### config.mk
export PLATFORM = sky130hd
export DESIGN_NAME = vrh_ctrl
export DESIGN_NICKNAME = d
export VERILOG_FILES = /design/src/sv/vrh_pkg.sv /design/src/sv/vrh_ctrl.sv
export SDC_FILE = /design/constraint.sdc
export NUM_CORES = 1
export LEC_CHECK = 0
export BUFFER_PORTS_ARGS = -buffer_cell sky130_fd_sc_hd__buf_2
export CORE_AREA = 2 2 39 41
export CTS_CLUSTER_DIAMETER = 40
export DETAILED_ROUTE_END_ITERATION = 10
export DIE_AREA = 0 0 41 43
export GPL_TIMING_DRIVEN = 0
export SETUP_SLACK_MARGIN = 0.02
export SLEW_MARGIN = 10
export SYNTH_ARGS = -nofsm -noshare
export SYNTH_HDL_FRONTEND = slang
export SYNTH_SLANG_ARGS = --single-unit
### constraint.sdc
create_clock -name clk -period 1.5 [get_ports clk]
set_input_delay 0.225 -clock clk [delete_from_list [all_inputs] [get_ports clk]]
set_output_delay 0.225 -clock clk [all_outputs]
set_load 0.01 [all_outputs]
### src/sv/vrh_pkg.sv
// vrh_pkg: shared types for the volume ratio histogram block
// controller state encoding and the command and status groups between
// vrh_ctrl and vrh_datapath; no dependencies
`timescale 1ns / 1ps

package vrh_pkg;

  localparam int GROUPS = 12;

  typedef enum logic [2:0] {
    S_CLEAR,
    S_IDLE,
    S_EVAL,
    S_RESP,
    S_INIT,
    S_DIV,
    S_MRD,
    S_MWR
  } state_t;

  typedef struct packed {
    logic load;
    logic eval;
    logic div_init;
    logic div_step;
    logic mem_rd;
    logic mem_wr;
    logic clear;
    logic resp;
  } cmd_t;

  typedef struct packed {
    logic is_read;
    logic sample_ok;
    logic div_last;
    logic clr_last;
  } status_t;

endpackage

### src/sv/vrh_ctrl.sv
// vrh_ctrl: sequencer for the volume ratio histogram block
// issues command words to vrh_datapath and follows its status; uses vrh_pkg
`timescale 1ns / 1ps

module vrh_ctrl (
  input  logic             clk,
  input  logic             rst_n,
  input  logic             start,
  output logic             busy,
  input  vrh_pkg::status_t status,
  output vrh_pkg::cmd_t    cmd
);

  vrh_pkg::state_t state_r;
  vrh_pkg::state_t state_nxt;

  always_ff @(posedge clk) begin
    if (!rst_n) begin
      state_r <= vrh_pkg::S_CLEAR;
    end else begin
      state_r <= state_nxt;
    end
  end

  always_comb begin
    state_nxt = state_r;
    cmd       = '0;
    busy      = 1'b1;
    case (state_r)
      vrh_pkg::S_CLEAR: begin
        cmd.clear = 1'b1;
        if (status.clr_last) begin
          state_nxt = vrh_pkg::S_IDLE;
        end
      end
      vrh_pkg::S_IDLE: begin
        busy = 1'b0;
        if (start) begin
          cmd.load  = 1'b1;
          state_nxt = vrh_pkg::S_EVAL;
        end
      end
      vrh_pkg::S_EVAL: begin
        cmd.eval = 1'b1;
        if (status.is_read) begin
          cmd.mem_rd = 1'b1;
          state_nxt  = vrh_pkg::S_RESP;
        end else if (status.sample_ok) begin
          state_nxt = vrh_pkg::S_INIT;
        end else begin
          state_nxt = vrh_pkg::S_IDLE;
        end
      end
      vrh_pkg::S_RESP: begin
        cmd.resp  = 1'b1;
        state_nxt = vrh_pkg::S_IDLE;
      end
      vrh_pkg::S_INIT: begin
        cmd.div_init = 1'b1;
        state_nxt    = vrh_pkg::S_DIV;
      end
      vrh_pkg::S_DIV: begin
        cmd.div_step = 1'b1;
        if (status.div_last) begin
          state_nxt = vrh_pkg::S_MRD;
        end
      end
      vrh_pkg::S_MRD: begin
        cmd.mem_rd = 1'b1;
        state_nxt  = vrh_pkg::S_MWR;
      end
      vrh_pkg::S_MWR: begin
        cmd.mem_wr = 1'b1;
        state_nxt  = vrh_pkg::S_IDLE;
      end
      default: begin
        state_nxt = vrh_pkg::S_CLEAR;
      end
    endcase
  end

endmodule

==> results_dict.tcl <==
set metrics [dict create \
    status "finished, final reports clean" \
    cts_tree "yes" \
    setup-tns-final_ps 0 \
    die_w_um 41 \
    synth_top_area_cell "dfxtp_1" \
    yosysUniqueCellTypes 18 \
    cp-end-kind "output pin" \
    io_buffers 15 \
    vias 245 \
    crit_type "register to output pin" \
    layout-drive-gt1-share_pct 48.89 \
    maxSlewViolCount 0 \
    grt_first_pass_wirelength_um 814 \
    cts.sinks 3 \
    diodes 0 \
    syn-num-nets 34 \
    synth_area_leaders "dfxtp_1, nor2_1, nor3b_1" \
    clkLatencyLatePin_ps 240 \
    wirelength_um 556 \
    cp_cell_sequence "buf_2 -> o211ai_1 -> inv_1 -> buf_2" \
    ys_warn_count 0 \
    largest_reg_flops 3 \
    top_register "state_r" \
    dpl_cell_area_um2 302.8 \
    synthCells 27 \
    cp_data_required_time_ps 1270 \
    finalHoldViolCount 0 \
    skew_ps 1.322 \
    grtUsageTotal_pct 7.337 \
    vdd_drop_max_mv 0.3229 \
    leakagePower_uw 0.0002002 \
    top_regs "state_r (3)" \
    pwr_density_cell_mw_per_mm2 902.6 \
    syn2layout_area_growth_pct 56.02 \
    fp.dieArea_mm2 0.001763 \
    worstSetupStartpointType "register" \
    critPathMostFrequentCell "buf_2" \
    fp-row-count 14 \
    htree_levels 1 \
    setup_viol 0 \
    initial_core_util_pct 15.01 \
    wl_per_cell_um 9.115 \
    synth.yosys.seq_area_share_pct 28.92 \
    cpPeakStageDelay_ps 300 \
    gp_congestion 0.7805 \
    drcViolationCount 0 \
    core_area_mm2 0.001384 \
    cpMaxStageDelayCell "dfxtp_1" \
    grt_pass1_vias 236 \
    post_cts_buffers 0 \
    fmax_mhz 735.4 \
    netlist_area_um2 207.7 \
    ys_ff_latch 3 \
    finish.instance_area_um2 324.1 \
    avgSynthCellArea_um2 7.693 \
    period_share_pct 90.66 \
    min_path_type "input pin to register" \
    cts_resized 0 \
    pin_count 16 \
    die_y_um 43 \
    post-place-ws_ps 346.7 \
    hpwl_um 408.4 \
    antenna_found_initial 0 \
    clockBufferDepth 2 \
    slew_headroom_pct 85.71 \
    grt_max_degree 11 \
    crit_arrival_ps 1130 \
    drt_pre_antenna_iters 2 \
    num-nets-final 53 \
    ant_nets 0 \
    worst_pin_slew_ps 213.4 \
    fin_crit_ps 1360 \
    drtIter0Drc 2 \
    cts_made_buffers 3 \
    critPathMaxFanout 10 \
    holdBufCountCts 0 \
    power.total_uw 292.5 \
    clock_tree.root_cell "clkbuf_4" \
    rsz0062_at_grt "no" \
    cap_violations 0 \
    setup_ws_ps 140.2 \
    routed_via_density 4.016 \
    path_clk_slew_ps 40 \
    overflow 0 \
    yosysTopAreaCellShare_pct 28.92 \
]
[area by class of cell]
cell class | count | area, µm²
Timing Repair Buffer | 15 | 75.07
Multi-Input combinational cell | 19 | 123.9
Inverter | 3 | 11.26
Clock buffer | 4 | 26.28
Sequential cell | 3 | 62.56
Buffer | 1 | 5.005
Fill cell | 162 | 1060
Tap cell | 16 | 20.02
[power by group]
group,internal (µW),total [µW],switching [µW]
Clock,100,147,47.2
Sequential,86.2,94.5,8.29
Combinational,26.3,50.9,24.5
Total,213,292,80.0
[placed cells by master, fill, tap and decap left out]
cell type / count
a21boi_1: 1
inv_1: 3
nand2b_1: 1
and2b_1: 1
buf_2: 16
clkbuf_1: 1
dfxtp_1: 1
o311a_1: 1
and2_1: 1
o211a_1: 1
nand2_1: 2
nor3b_1: 2
and3_1: 1
and3b_1: 1
nor3_1: 1
dfxtp_2: 2
mux2_2: 1
clkbuf_4: 3
nor2_1: 4
o211ai_1: 1
[per-layer routing]
metal / part of all wire, % / routed length (µm) / GRT usage [%] / vias to the layer above
met5: 0 / 0 / 0 / -
met4: 0 / 0 / 4.000 / 0
met3: 13 / 70 / 6.283 / 0
met2: 41 / 229 / 9.688 / 12
met1: 46 / 256 / 7.742 / 108
li1: - / - / - / 125
[final timing paths]
path | startpoint | endpoint | slack (ps) | cells after the start
worst min register to register | state_r[0] | state_r[0] | 590 | 1
worst min-delay path | rst_n | state_r[0] | 240 | 2
worst max register to register | state_r[1] | state_r[0] | 450 | 3
worst max-delay path | state_r[2] | cmd[3] | 140 | 4
[per-stage QoR]
step	hold WS [ps]	cells	util, %
finish	239.2	61	23.42
floorplan	356.2	27	-
global route	231.4	61	23.42
CTS	235.4	62	23.78
global placement	489.6	58	21.88
detailed placement	478.4	58	21.88
[critical path, delay by kind of cell, from the launching register on]
| kind | cells | cell delay, ps |
|---|---|---|
| DFF | 1 | 300 |
| AOI/OAI and AO/OA | 1 | 230 |
| buffers and inverters | 3 | 360 |
[cells in the mapped netlist]
master,instances
a21boi_1,1
and2_1,1
and2b_1,1
and3_1,1
and3b_1,1
buf_2,1
buf_4,1
dfxtp_1,3
inv_1,3
mux2_2,1
nand2_1,2
nand2b_1,1
nor2_1,4
nor3_1,1
nor3b_1,2
o211a_1,1
o211ai_1,1
o311a_1,1
[logic make-up (layout without fill, tap and decap cells)]
| family | after synthesis | in the layout | share of synthesized area [%] |
|---|---|---|---|
| buffers and inverters | 5 | 23 | 11.44 |
| flip-flops | 3 | 3 | 28.92 |
| AND/OR/NAND/NOR | 14 | 14 | 37.35 |
| AO/OA/AOI/OAI | 4 | 4 | 16.87 |
| multiplexers | 1 | 1 | 5.421 |
Power figures use the tool's default switching activity.
